$ cat src/hdl/ntcbte_pkg.sv
`timescale 1ns / 1ps

package ntcbte_pkg;

    localparam int unsigned VW     = 12;   // divider voltage, mV
    localparam int unsigned PULLW  = 20;
    localparam int unsigned BETAW  = 14;
    localparam int unsigned NOMW   = 20;
    localparam int unsigned T0W    = 16;
    localparam int unsigned ALPHAW = 16;
    localparam int unsigned SUPW   = 12;
    localparam int unsigned TW     = 16;   // temperature, 0.01 C

    // quotient width of the beta division (dividend bits)
    localparam int unsigned QW = 54;

    // register indexes
    localparam logic [2:0] REG_PULLUP  = 3'd0;
    localparam logic [2:0] REG_BETA    = 3'd1;
    localparam logic [2:0] REG_NOMINAL = 3'd2;
    localparam logic [2:0] REG_T0      = 3'd3;
    localparam logic [2:0] REG_ALPHA   = 3'd4;
    localparam logic [2:0] REG_SUPPLY  = 3'd5;

    typedef struct packed {
        logic [PULLW-1:0]  pullup_ohms;
        logic [BETAW-1:0]  beta_kelvin;
        logic [NOMW-1:0]   nominal_ohms;
        logic [T0W-1:0]    reference_centikelvin;
        logic [ALPHAW-1:0] smoothing_q16;
        logic [SUPW-1:0]   supply_mv;
    } cfg_t;

    typedef struct packed {
        logic load_in;    // capture input beat
        logic check;      // range check, beta*100
        logic mul;        // operand product into mantissa
        logic second;     // second operand of the log pair
        logic shift;      // one normalize step
        logic tab;        // table index and remainder
        logic rd;         // table read
        logic intp;       // interpolate, store log
        logic ln1;        // d * low half of ln2
        logic ln2;        // add d * high half
        logic ln3;        // round to Q16
        logic den;        // denominator and numerator
        logic div_init;
        logic div_step;
        logic tfin;       // quotient to celsius
        logic tmax;       // unbounded temperature
        logic ema1;
        logic ema2;
        logic out_load;
    } cmd_t;

    typedef struct packed {
        logic fault;
        logic mant_msb;
        logic den_pos;
    } sts_t;

endpackage

$ cat src/hdl/ntcbte_ctrl.sv
`timescale 1ns / 1ps

module ntcbte_ctrl (
    input  logic              aclk,
    input  logic              aresetn,
    input  logic              s_tvalid,
    output logic              s_tready,
    output logic              m_tvalid,
    input  logic              m_tready,
    output ntcbte_pkg::cmd_t  cmd,
    input  ntcbte_pkg::sts_t  sts
);
    import ntcbte_pkg::*;

    localparam logic [4:0] S_IDLE = 5'd0;
    localparam logic [4:0] S_CHK  = 5'd1;
    localparam logic [4:0] S_MUL  = 5'd2;
    localparam logic [4:0] S_NORM = 5'd3;
    localparam logic [4:0] S_TAB  = 5'd4;
    localparam logic [4:0] S_RD   = 5'd5;
    localparam logic [4:0] S_INTP = 5'd6;
    localparam logic [4:0] S_LN1  = 5'd7;
    localparam logic [4:0] S_LN2  = 5'd8;
    localparam logic [4:0] S_LN3  = 5'd9;
    localparam logic [4:0] S_DEN  = 5'd10;
    localparam logic [4:0] S_DCHK = 5'd11;
    localparam logic [4:0] S_DIV  = 5'd12;
    localparam logic [4:0] S_TFIN = 5'd13;
    localparam logic [4:0] S_EMA1 = 5'd14;
    localparam logic [4:0] S_EMA2 = 5'd15;
    localparam logic [4:0] S_OUT  = 5'd16;

    localparam int unsigned CW = $clog2(QW);

    logic [4:0]    state_reg, state_next;
    logic          second_reg, second_next;
    logic [CW-1:0] cnt_reg, cnt_next;
    logic          mvalid_reg, mvalid_next;

    always_ff @(posedge aclk) begin
        if (!aresetn) begin
            state_reg  <= S_IDLE;
            second_reg <= 1'b0;
            cnt_reg    <= '0;
            mvalid_reg <= 1'b0;
        end else begin
            state_reg  <= state_next;
            second_reg <= second_next;
            cnt_reg    <= cnt_next;
            mvalid_reg <= mvalid_next;
        end
    end

    assign s_tready = (state_reg == S_IDLE);
    assign m_tvalid = mvalid_reg;

    always_comb begin
        state_next  = state_reg;
        second_next = second_reg;
        cnt_next    = cnt_reg;
        mvalid_next = mvalid_reg && !m_tready;
        cmd         = '0;
        cmd.second  = second_reg;
        unique case (state_reg)
            S_IDLE: begin
                if (s_tvalid) begin
                    cmd.load_in = 1'b1;
                    state_next  = S_CHK;
                end
            end
            S_CHK: begin
                cmd.check   = 1'b1;
                second_next = 1'b0;
                state_next  = sts.fault ? S_OUT : S_MUL;
            end
            S_MUL: begin
                cmd.mul    = 1'b1;
                state_next = S_NORM;
            end
            S_NORM: begin
                if (sts.mant_msb) begin
                    state_next = S_TAB;
                end else begin
                    cmd.shift = 1'b1;
                end
            end
            S_TAB: begin
                cmd.tab    = 1'b1;
                state_next = S_RD;
            end
            S_RD: begin
                cmd.rd     = 1'b1;
                state_next = S_INTP;
            end
            S_INTP: begin
                cmd.intp = 1'b1;
                if (second_reg) begin
                    state_next = S_LN1;
                end else begin
                    second_next = 1'b1;
                    state_next  = S_MUL;
                end
            end
            S_LN1: begin
                cmd.ln1    = 1'b1;
                state_next = S_LN2;
            end
            S_LN2: begin
                cmd.ln2    = 1'b1;
                state_next = S_LN3;
            end
            S_LN3: begin
                cmd.ln3    = 1'b1;
                state_next = S_DEN;
            end
            S_DEN: begin
                cmd.den    = 1'b1;
                state_next = S_DCHK;
            end
            S_DCHK: begin
                if (sts.den_pos) begin
                    cmd.div_init = 1'b1;
                    cnt_next     = '0;
                    state_next   = S_DIV;
                end else begin
                    cmd.tmax   = 1'b1;
                    state_next = S_EMA1;
                end
            end
            S_DIV: begin
                cmd.div_step = 1'b1;
                cnt_next     = cnt_reg + 1'b1;
                if (cnt_reg == CW'(QW - 1)) begin
                    state_next = S_TFIN;
                end
            end
            S_TFIN: begin
                cmd.tfin   = 1'b1;
                state_next = S_EMA1;
            end
            S_EMA1: begin
                cmd.ema1   = 1'b1;
                state_next = S_EMA2;
            end
            S_EMA2: begin
                cmd.ema2   = 1'b1;
                state_next = S_OUT;
            end
            S_OUT: begin
                if (!mvalid_reg || m_tready) begin
                    cmd.out_load = 1'b1;
                    mvalid_next  = 1'b1;
                    state_next   = S_IDLE;
                end
            end
            default: begin
                state_next = S_IDLE;
            end
        endcase
    end

endmodule

$ cat config.mk
export PLATFORM = sky130hd
export DESIGN_NAME = ntcbte_ctrl
export DESIGN_NICKNAME = d
export VERILOG_FILES = /design/src/hdl/ntcbte_pkg.sv /design/src/hdl/ntcbte_ctrl.sv
export SDC_FILE = /design/constraint.sdc
export NUM_CORES = 1
export LEC_CHECK = 0
export BUFFER_PORTS_ARGS = -buffer_cell sky130_fd_sc_hd__buf_2
export CAP_MARGIN = 20
export CORE_UTILIZATION = 46
export DETAILED_ROUTE_END_ITERATION = 10
export PLACE_DENSITY = 0.84
export SLEW_MARGIN = 30
export SYNTH_ARGS = -nofsm -noshare
export SYNTH_HDL_FRONTEND = slang
export SYNTH_SLANG_ARGS = --single-unit
$ cat constraint.sdc
create_clock -name aclk -period 1.5 [get_ports aclk]
set_clock_uncertainty 0.15 [all_clocks]
set_input_delay 0.3 -clock aclk [delete_from_list [all_inputs] [get_ports aclk]]
set_output_delay 0.3 -clock aclk [all_outputs]
set_load 0.01 [all_outputs]
==> results of run 1 <==
worst max-delay path by stage:
stage                              start                      end  cells after the start
2_1_floorplan  state_reg[1]$_SDFFE_PN0P_                  cmd[16]                      3
3_3_place_gp   state_reg[2]$_SDFFE_PN0P_  cnt_reg[2]$_SDFFE_PN0P_                      3
3_5_place_dp   state_reg[4]$_SDFFE_PN0P_                  cmd[16]                      3
4_1_cts        state_reg[4]$_SDFFE_PN0P_                   cmd[3]                      3
5_1_grt        state_reg[0]$_SDFFE_PN0P_                   cmd[0]                      6
6_report       state_reg[2]$_SDFFE_PN0P_                  cmd[14]                      3
power breakdown:
group | internal, W | switching, W
Clock | 0.000103 | 0.000128
Sequential | 0.000352 | 0.0000193
Combinational | 0.000203 | 0.000173
worst min-delay path: cells and delay by family:
kind	cells	cell delay, ps
compound gates	1	60
buf+inv	1	80
simple gates	1	100
area by class of cell:
type / instances / share of cell area
multi-input cells: 95 / 0.4917
flip-flops and latches: 13 / 0.1615
clock buffers: 4 / 0.01521
well taps: 27 / 0.01955
repair buffers: 63 / 0.2991
inverters: 6 / 0.01303
synthesized netlist by cell type (5+ instances only):
cell type | n | share of area
nor2_1 | 11 | 0.042
nor2b_1 | 7 | 0.045
a21oi_1 | 6 | 0.031
nor3_1 | 7 | 0.036
o21ai_0 | 7 | 0.036
nand2_1 | 5 | 0.019
o211ai_1 | 5 | 0.038
nand2b_1 | 5 | 0.032
inv_1 | 6 | 0.023
a211oi_1 | 5 | 0.038
dfxtp_1 | 13 | 0.27
through the flow:
stage	total power [W]	hold slack, ps	setup TNS, ps	cells
5_1_grt	0.001015	175.9	-9325	208
3_5_place_dp	0.0006275	334.6	-2363	189
3_3_place_gp	0.0006168	319.2	-1651	189
6_report	0.0009788	154.1	-7759	208
4_1_cts	0.0009405	150.7	-7163	208
2_1_floorplan	0.0005321	305.4	-66.90	126
per-layer routing:
| layer | vias to the layer above | GRT usage | share of wire |
|---|---|---|---|
| li1 | 561 | - | - |
| met4 | 0 | 0.1722 | 0.043 |
| met2 | 81 | 0.6432 | 0.52 |
| met5 | - | 0 | 0 |
| met1 | 616 | 0.3696 | 0.37 |
| met3 | 25 | 0.08889 | 0.072 |
cells by family after synthesis:
| group | after synthesis |
|---|---|
| and+or+nand+nor | 58 |
| AOI/OAI and AO/OA | 30 |
| buffers and inverters | 18 |
| DFF | 13 |
| muxes | 4 |
| adders and majority gates | 2 |
| xor gates and xnor gates | 1 |
what timing repair did:
| action | 4_1_cts | 5_1_grt |
|---|---|---|
| pin swaps | 28 | 11 |
| setup endpoints to repair | 29 | 31 |
| resized for setup | 36 | 21 |
| buffers inserted | 18 | 4 |
==> metrics.md, run 1 <==
| Metric | Value |
|---|---|
| Status | finished with violations |
| Synth Cell Area | 977.2 um^2 |
| Routed len/inst | 19.07 um |
| Post-layout util | 0.8718 |
| Fin nets | 191 |
| Skew-Pair Late Insertion Delay | approximately 280 ps |
| CTS tree | built |
| Total GRT Usage | 0.3505 |
| Hold Crit Class | input port to flop |
| Antenna Cells | 0 |
| Max_cap viols | 0 |
| Post-synth top flop | dfxtp_1 |
| XOR/XNOR share of the synthesized area | 0.008963 |
| Antenna viol nets, final | 0 |
| Die Span Y | a little under 50 um |
| Post-synth EDFFs | 0 |
| DRC viols | 0 |
| Maximum clock frequency | 521.6 MHz |
| Root buffer cell | clkbuf_4 |
| Max reg flops | 6 |
| Worst-case clock buffer depth | 2 |
| Setup crit start kind | flop |
| Ys Warns | 0 |
| Flip-flop and latch area | between 200 and 300 um^2 |
| Crit path max-delay family | simple AND/OR/NAND/NOR gates |
| Period minus WS final | roughly 1900 ps |
| WS Path Type | flop to primary output |
| Commonest cells after routing, fill and taps aside | buf_2 (23), buf_4 (21), buf_6 (15) |
| Port Buffers | 27 |
| Slowest CP cell | or4_4 |
| Clock-pin slew on the worst setup and hold paths | 90 ps |
| IO Count | 28 |
| Largest family of logic cells by synthesized area | simple AND/OR/NAND/NOR gates |
| Syn nets | 135 |
| Number of distinct library cells after synthesis | 40 |
| Async S/R FF share, synth | 0 |
| Die area | 2313 um^2 |
| Placed inst area | ~1300 um^2 |
| Worst Path Max Fanout | 5 |
| Dpl ws | -175.9 ps |
| Reg2reg setup slack | -260 ps |
| Syn Inst Count | 126 |
| Leak pwr | 0.6898 nW |
| Synth Area in Adders | 0.02561 |
| DR vias | 1283 |
| Initial core utilization | 0.4931 |
| Reg2reg start | state_reg[0]$_SDFFE_PN0P_ |
| Reg2reg path depth | 5 |
| CTS buffer count | 3 |
| Worst-path cell chain | or4_4, nor2_4, buf_6 |
| Crit-path max cell delay | 550 ps |
| Critical path buffers and inverters | 1 |
| Area fraction in compound gates after synthesis | 0.2049 |
| Worst reg2reg endpoint | cnt_reg[4]$_SDFFE_PN0P_ |
| Final hold vios | 0 |
| HP Start | m_tready |
| Post-synthesis average cell area | 7.755 um^2 |
| Layout Area Growth over Synthesis | 76.82% |
| Overall die width | a little under 50 um |
| Max VDD drop | 0.0004932 V |
| # H-tree levels | 1 |
| Area of the multi-input gates | 849.6 um^2 |
| Number of setup violations in the final report | 29 |
| CP required | 1050 ps |
| Cell Pwr Density | roughly 570 nW/um^2 |
| Period utilization | 1.278 |
| Rows | 16 |
| Total global routing overflow | 0 |
| Clock sink count | 13 |
| Final worst setup slack | -417.1 ps |
| Slew Viols, Final | 0 |
| # fillers | 99 |
| Failing checks | negative setup slack |
| RSZ-0062 raised after global routing | true |
| Gp weighted congestion | 0.8487 |
| Worst Tran Pin Value | 278.0 ps |
| Post-Route WL | 3.967 mm |
| Iter 0 DRT Violations | 37 |
| Share of cells above drive strength 1 | 0.5801 |
| WP data arrival | roughly 1500 ps |
| Hold depth | 3 |
| Avg Vias per Cell | a little over 6 |
| Most common cell after layout, fill and taps aside | buf_2 |
| Seq cells post-synth | 13 |
| Post-synthesis mux area share | 0.04097 |
| Area share of and/or/nand/nor cells after synthesis | 0.3675 |
| Vias in the first global route | roughly 1200 |
| Max-slew headroom | 0.8127 |
| Worst Hold End | m_tvalid$_SDFF_PN0_ |
| Dpl hpwl | 1.984 mm |
| Router iterations before antenna repair | 4 |
| Part of the Yosys area used for sequential elements | 0.2663 |
| Critical Path Sink Type | primary output |
| Pin count of the biggest net entering global routing | 15 |
| Global-route wire length before repair | roughly 5.4 mm |
| # hold bufs at CTS | 0 |
| Antenna violations before repair | 0 |
| Core ar. | roughly 2000 um^2 |
| Design area | 1728 um^2 |
Note: power is estimated with default switching activity, not from simulation.
==> run 2, diff against run 1 <==
- MAX_ROUTING_LAYER: default -> met4
==> run 2 against run 1 <==
  * The flow still finishes with violations (negative setup slack)
  * Flip-flop and latch count stayed put
  * Final area unchanged
  * Via count grew 0.39%
  * First-iteration DRC count down 8.1%
  * Hold slack got worse by 5.2 ps
  * Sequential share of layout area is the same
  * Fmax rose by 0.17%
  * Core utilization did not move
  * Die area did not move
  * Clock power is 3% higher
  * Count of clock-buffer cells in the layout did not move
  * Combinational power about the same
  * Largest cell class unchanged
==> metrics.md, run 2 (same netlist as run 1, synthesis figures left out) <==
| Metric | Value |
|---|---|
| Status | finished with violations |
| Routed len/inst | 19.10 um (+0.13%) |
| Core ar. | 1982 um^2 (unchanged) |
| Antenna Cells | 0 (unchanged) |
| WP data arrival | 1460 ps (about the same) |
| Design area | 1728 um^2 (unchanged) |
| Slowest CP cell | or4_4 |
| Final hold vios | 0 (unchanged) |
| Leak pwr | 0.6898 nW (about the same) |
| Worst Path Max Fanout | 5 (unchanged) |
| Max reg flops | 6 (unchanged) |
| CTS buffer count | 3 (unchanged) |
| Commonest cells after routing, fill and taps aside | buf_2 (23), buf_4 (21), buf_6 (15) |
| Final worst setup slack | -413.8 ps (+3.304 ps) |
| Fin Hold WS | 148.9 ps (-5.237 ps) |
| Critical Path Sink Type | primary output |
| DRC viols | 0 (unchanged) |
| Reg power frac | 0.376 (-0.003) |
| Clock-pin slew on the worst setup and hold paths | 90 ps (about the same) |
| Hold Crit Class | input port to flop |
| Avg Vias per Cell | 6.192 (+0.39%) |
| Cell Pwr Density | 570.8 nW/um^2 (+0.76%) |
| Pint | 0.0006592 W (+0.11%) |
| Share of cells above drive strength 1 | 0.5801 (unchanged) |
| Max-slew headroom | 0.8117 (-0.001059) |
| Rows | 16 (unchanged) |
| Gate power share | 0.384 (about the same) |
| Root buffer cell | clkbuf_4 |
| Max_cap viols | 0 (unchanged) |
| CP required | 1050 ps (about the same) |
| Critical path buffers and inverters | 1 (unchanged) |
| Period minus WS final | 1914 ps (-3.304 ps) |
| Antenna viol nets, final | 0 (unchanged) |
| Pin count of the biggest net entering global routing | 15 (unchanged) |
| Layout Area Growth over Synthesis | 76.82% (unchanged) |
| Failing checks | negative setup slack |
| Clk pwr share | 0.240 (+0.004) |
| Die area | 2313 um^2 (unchanged) |
| Router iterations before antenna repair | 4 (unchanged) |
| Total Neg Setup Slack | -7867 ps (-108.1 ps) |
| Iter 0 DRT Violations | 34 (-8.1%) |
| Total GRT Usage | 0.3600 (+0.009532) |
| Die Span Y | 48.09 um (unchanged) |
| Post-Route WL | 3.972 mm (+0.13%) |
| # hold bufs at CTS | 0 (unchanged) |
| Clock sink count | 13 (unchanged) |
| Crit-path max cell delay | 540 ps (about the same) |
| Crit path max-delay family | simple AND/OR/NAND/NOR gates |
| Worst-path cell chain | or4_4, nor2_4, buf_6 |
| Switching share of power | 0.3316 (+0.004349) |
| Worst Tran Pin Value | 279.5 ps (+1.572 ps) |
| Total global routing overflow | 0 (unchanged) |
| Dpl hpwl | 1.984 mm (unchanged) |
| Initial core utilization | 0.4931 (unchanged) |
| DR vias | 1288 (+0.39%) |
| Port Buffers | 27 (unchanged) |
| Most common cell after layout, fill and taps aside | buf_2 |
| Slew Viols, Final | 0 (unchanged) |
| IO Count | 28 (unchanged) |
| CTS tree | built |
| Placed inst area | 1334 um^2 (unchanged) |
| Fin nets | 191 (unchanged) |
| # H-tree levels | 1 (unchanged) |
| Antenna violations before repair | 0 (unchanged) |
| Skew-Pair Late Insertion Delay | 290 ps (about the same) |
| Vias in the first global route | 1187 (-0.59%) |
| Max VDD drop | 0.0005005 V (+1.5%) |
| WS Path Type | flop to primary output |
| Setup crit start kind | flop |
| Number of setup violations in the final report | 29 (unchanged) |
| Maximum clock frequency | 522.5 MHz (+0.17%) |
| Switch Pwr | 0.0003270 W (+2.1%) |
| RSZ-0062 raised after global routing | true |
| Worst-case clock buffer depth | 2 (unchanged) |
| Overall die width | 48.09 um (unchanged) |
| Gp weighted congestion | 0.8622 (+1.6%) |
| Global-route wire length before repair | 5.423 mm (-0.39%) |
| Period utilization | 1.276 (-0.002203) |
## run 2: cell type report
class                           instances  area, um^2
Clock buffer                            4       26.28
Fill cell                              99       254.0
Inverter                                6       22.52
Multi-Input combinational cell         95       849.6
Sequential cell                        13       279.0
Tap cell                               27       33.78
Timing Repair Buffer                   63       516.7
## run 2: power groups by stage
stage               registers, W  clock network, W  logic, W
detailed placement      0.000383                 0  0.000244
global route            0.000372          0.000246  0.000396
CTS                     0.000370          0.000224  0.000347
finish                  0.000371          0.000237  0.000378
global placement        0.000382                 0  0.000234
floorplan               0.000377                 0  0.000155
## run 2: what timing repair did
action                     4_1_cts  5_1_grt
gates resized for setup         36       22
setup endpoints to repair       29       31
buffers inserted                18        4
pin swaps                       28       10
## run 2: final timing paths
kind | start | to | slack (ps) | cells past startpoint
worst max-delay path | state_reg[2]$_SDFFE_PN0P_ | cmd[14] | -410 | 3
worst min-delay path | m_tready | m_tvalid$_SDFF_PN0_ | 150 | 3
worst min register to register | m_tvalid$_SDFF_PN0_ | m_tvalid$_SDFF_PN0_ | 350 | 2
worst max register to register | state_reg[0]$_SDFFE_PN0P_ | cnt_reg[4]$_SDFFE_PN0P_ | -260 | 5
## run 2: per-layer routing
| metal | wire (um) | global-route usage | vias to the layer above |
|---|---|---|---|
| met4 | 235 | 0.1556 | 0 |
| met3 | 252 | 0.08519 | 33 |
| met2 | 2004 | 0.6541 | 79 |
| li1 | - | - | 571 |
| met5 | 0 | - | - |
| met1 | 1479 | 0.3651 | 605 |
## run 2: worst register-to-register path: stages (launching register included)
cell and delay, ps:
dfxtp_4 380, buf_12 140, buf_6 110, or3b_4 440, a211oi_4 250, mux2i_1 220
## run 2: stage by stage
stage,power [W],worst slack (ps),cells,utilization
finish,0.0009862,-413.8,208,0.8718
CTS,0.0009405,-386.9,208,0.8289
global placement,0.0006168,-137.3,189,0.6730
floorplan,0.0005321,-24.77,126,-
global route,0.001013,-468.8,208,0.8718
detailed placement,0.0006275,-175.9,189,0.6730
==> run 3, diff against run 2 <==
- SKIP_LAST_GASP: default -> 1
==> run 3 against run 2 <==
  * The run still ends with negative setup slack left
  * Largest cell class unchanged
  * Clock power increased by 8%
  * Combinational power is 6.1% higher
  * Critical path depth unchanged
  * Non-clock buffer count rose by 2
  * Final cell count rose by 0.96%
  * Global-route usage rose by 3.6 points
  * Wire length up 14%
==> metrics.md, run 3 (same netlist as run 1, synthesis figures left out) <==
| Metric | Value |
|---|---|
| Status | finished with violations |
| Failing checks | negative setup slack |
| Worst Tran Pin Value | 323.1 ps (+43.56 ps) |
| Max VDD drop | 0.0006095 V (+22%) |
| CTS buffer count | 3 (unchanged) |
| Worst Hold End | m_tvalid$_SDFF_PN0_ |
| Hold depth | 3 (unchanged) |
| Hold Crit Class | input port to flop |
| Max_cap viols | 0 (unchanged) |
| Share of cells above drive strength 1 | 0.6120 (+0.03191) |
| Critical Path Sink Type | primary output |
| Most common cell after layout, fill and taps aside | buf_2 |
| Port Buffers | 27 (unchanged) |
| CTS tree | built |
| Post-layout util | 0.8838 (+0.01199) |
| Pin count of the biggest net entering global routing | 15 (unchanged) |
| Final std cells w/o fill | 210 (+0.96%) |
| Final worst setup slack | -459.4 ps (-45.58 ps) |
| Worst reg2reg endpoint | cnt_reg[3]$_SDFFE_PN0P_ |
| CP required | 1050 ps (about the same) |
| Total GRT Usage | 0.3962 (+0.03616) |
| Setup crit start kind | flop |
| Max-slew headroom | 0.7823 (-0.02934) |
| Routed len/inst | 21.62 um (+13%) |
| Met3 WL | 362 um (+44%) |
| Overall die width | 48.09 um (unchanged) |
| Reg power frac | 0.362 (-0.014) |
| Root buffer cell | clkbuf_4 |
| Fin nets | 193 (+1.0%) |
| Reg2reg setup slack | -270 ps (about the same) |
| Iter 0 DRT Violations | 49 (+44%) |
| Met2 WL post-DR | 2.261 mm (+13%) |
| RSZ-0062 raised after global routing | true |
| WP data arrival | 1510 ps (+50 ps) |
| Gp weighted congestion | 0.8622 (unchanged) |
| Placed cells | 189 (unchanged) |
| Top Layer Used | met4 |
| Layout Area Growth over Synthesis | 79.26% |
| # H-tree levels | 1 (unchanged) |
| Cell Pwr Density | 586.8 nW/um^2 (+2.8%) |
| Router iterations before antenna repair | 4 (unchanged) |
| WL met1 | 1.587 mm (+7.3%) |
| WS Path Type | flop to primary output |
| Switching share of power | 0.3480 (+0.01644) |
| # hold bufs at CTS | 0 (unchanged) |
| DR vias | 1352 (+5.0%) |
| Core ar. | 1982 um^2 (unchanged) |
| HP Start | m_tready |
| Die Span Y | 48.09 um (unchanged) |
| DRC viols | 0 (unchanged) |
| IO Count | 28 (unchanged) |
| Worst-case clock buffer depth | 2 (unchanged) |
| Global-route wire length before repair | 5.837 mm (+7.6%) |
| Gate power share | 0.390 (+0.006) |
| Leak pwr | 0.7106 nW (+3.0%) |
| Reg2reg path depth | 5 (unchanged) |
| Total Neg Setup Slack | -8746 ps (-879.0 ps) |
| Antenna viol nets, final | 0 (unchanged) |
| Slew Viols, Final | 0 (unchanged) |
| Post-Route WL | 4.541 mm (+14%) |
| Final hold vios | 0 (unchanged) |
| Clock sink count | 13 (unchanged) |
| Period utilization | 1.306 (+0.03039) |
| Switch Pwr | 0.0003577 W (+9.4%) |
| Antenna Cells | 0 (unchanged) |
| Placed inst area | 1334 um^2 (unchanged) |
| Dpl hpwl | 1.984 mm (unchanged) |
| Number of setup violations in the final report | 31 (+6.9%) |
| Avg Vias per Cell | 6.438 (+4.0%) |
| Pint | 0.0006701 W (+1.7%) |
| Vias in the first global route | 1245 (+4.9%) |
| Skew-Pair Late Insertion Delay | 310 ps (+20 ps) |
| Maximum clock frequency | 510.4 MHz (-2.3%) |
| Clk pwr share | 0.248 (+0.008) |
| Die area | 2313 um^2 (unchanged) |
| Worst Path Max Fanout | 5 (unchanged) |
| Max reg flops | 6 (unchanged) |
| Antenna violations before repair | 0 (unchanged) |
| Reg2reg start | state_reg[0]$_SDFFE_PN0P_ |
| Design area | 1752 um^2 (+1.4%) |
| Total global routing overflow | 0 (unchanged) |
| Rows | 16 (unchanged) |
| Clock-pin slew on the worst setup and hold paths | 100 ps (about the same) |
| Period minus WS final | 1959 ps (+45.58 ps) |
| Commonest cells after routing, fill and taps aside | buf_2 (25), buf_4 (23), buf_6 (13) |
| Initial core utilization | 0.4931 (unchanged) |
run 3: routing by layer:
layer / vias up / track usage
li1: 575 / -
met1: 633 / 0.3959
met2: 104 / 0.7108
met3: 40 / 0.09630
met4: 0 / 0.2000
met5: - / -
run 3: worst max-delay path by stage:
stage,from,end,depth (start not counted)
5_1_grt,state_reg[1]$_SDFFE_PN0P_,cmd[0],6
4_1_cts,state_reg[1]$_SDFFE_PN0P_,cmd[16],3
3_5_place_dp,state_reg[4]$_SDFFE_PN0P_,cmd[16],3
2_1_floorplan,state_reg[1]$_SDFFE_PN0P_,cmd[16],3
3_3_place_gp,state_reg[2]$_SDFFE_PN0P_,cnt_reg[2]$_SDFFE_PN0P_,3
6_report,state_reg[2]$_SDFFE_PN0P_,cmd[14],3
run 3: power groups by stage:
stage	sequential, W	clock (W)	combinational [W]
after global placement	0.000382	0	0.000234
after global routing	0.000372	0.000260	0.000421
after floorplan	0.000377	0	0.000155
final	0.000372	0.000255	0.000401
after CTS	0.000370	0.000224	0.000347
after detailed placement	0.000383	0	0.000244
run 3: final cells by class:
| class | instances | area, um^2 |
|---|---|---|
| timing repair buffer | 65 | 519.2 |
| inverter | 6 | 22.52 |
| clock buffer | 4 | 26.28 |
| tap | 27 | 33.78 |
| fill | 91 | 230.2 |
| sequential | 13 | 279.0 |
| multi-input combinational | 95 | 870.8 |
run 3: stage by stage:
step | total power [W] | hold slack [ps] | setup WS (ps)
after floorplan | 0.0005321 | 305.4 | -24.77
after global placement | 0.0006168 | 319.2 | -137.3
after detailed placement | 0.0006275 | 334.6 | -175.9
after CTS | 0.0009408 | 150.7 | -388.4
after global routing | 0.001053 | 178.8 | -486.4
final | 0.001028 | 166.6 | -459.4
run 3: repair_timing:
item	in CTS	in global routing
setup buffers	18	7
endpoints found under the hold margin	0	0
endpoints found under the setup margin	29	31
pin swaps	27	12
resized for setup	35	28
run 3: worst max-delay path, stage by stage, from the launching register on:
cell	delay, ps
dfxtp_4	370
or4_4	540
nor2_4	170
buf_6	130
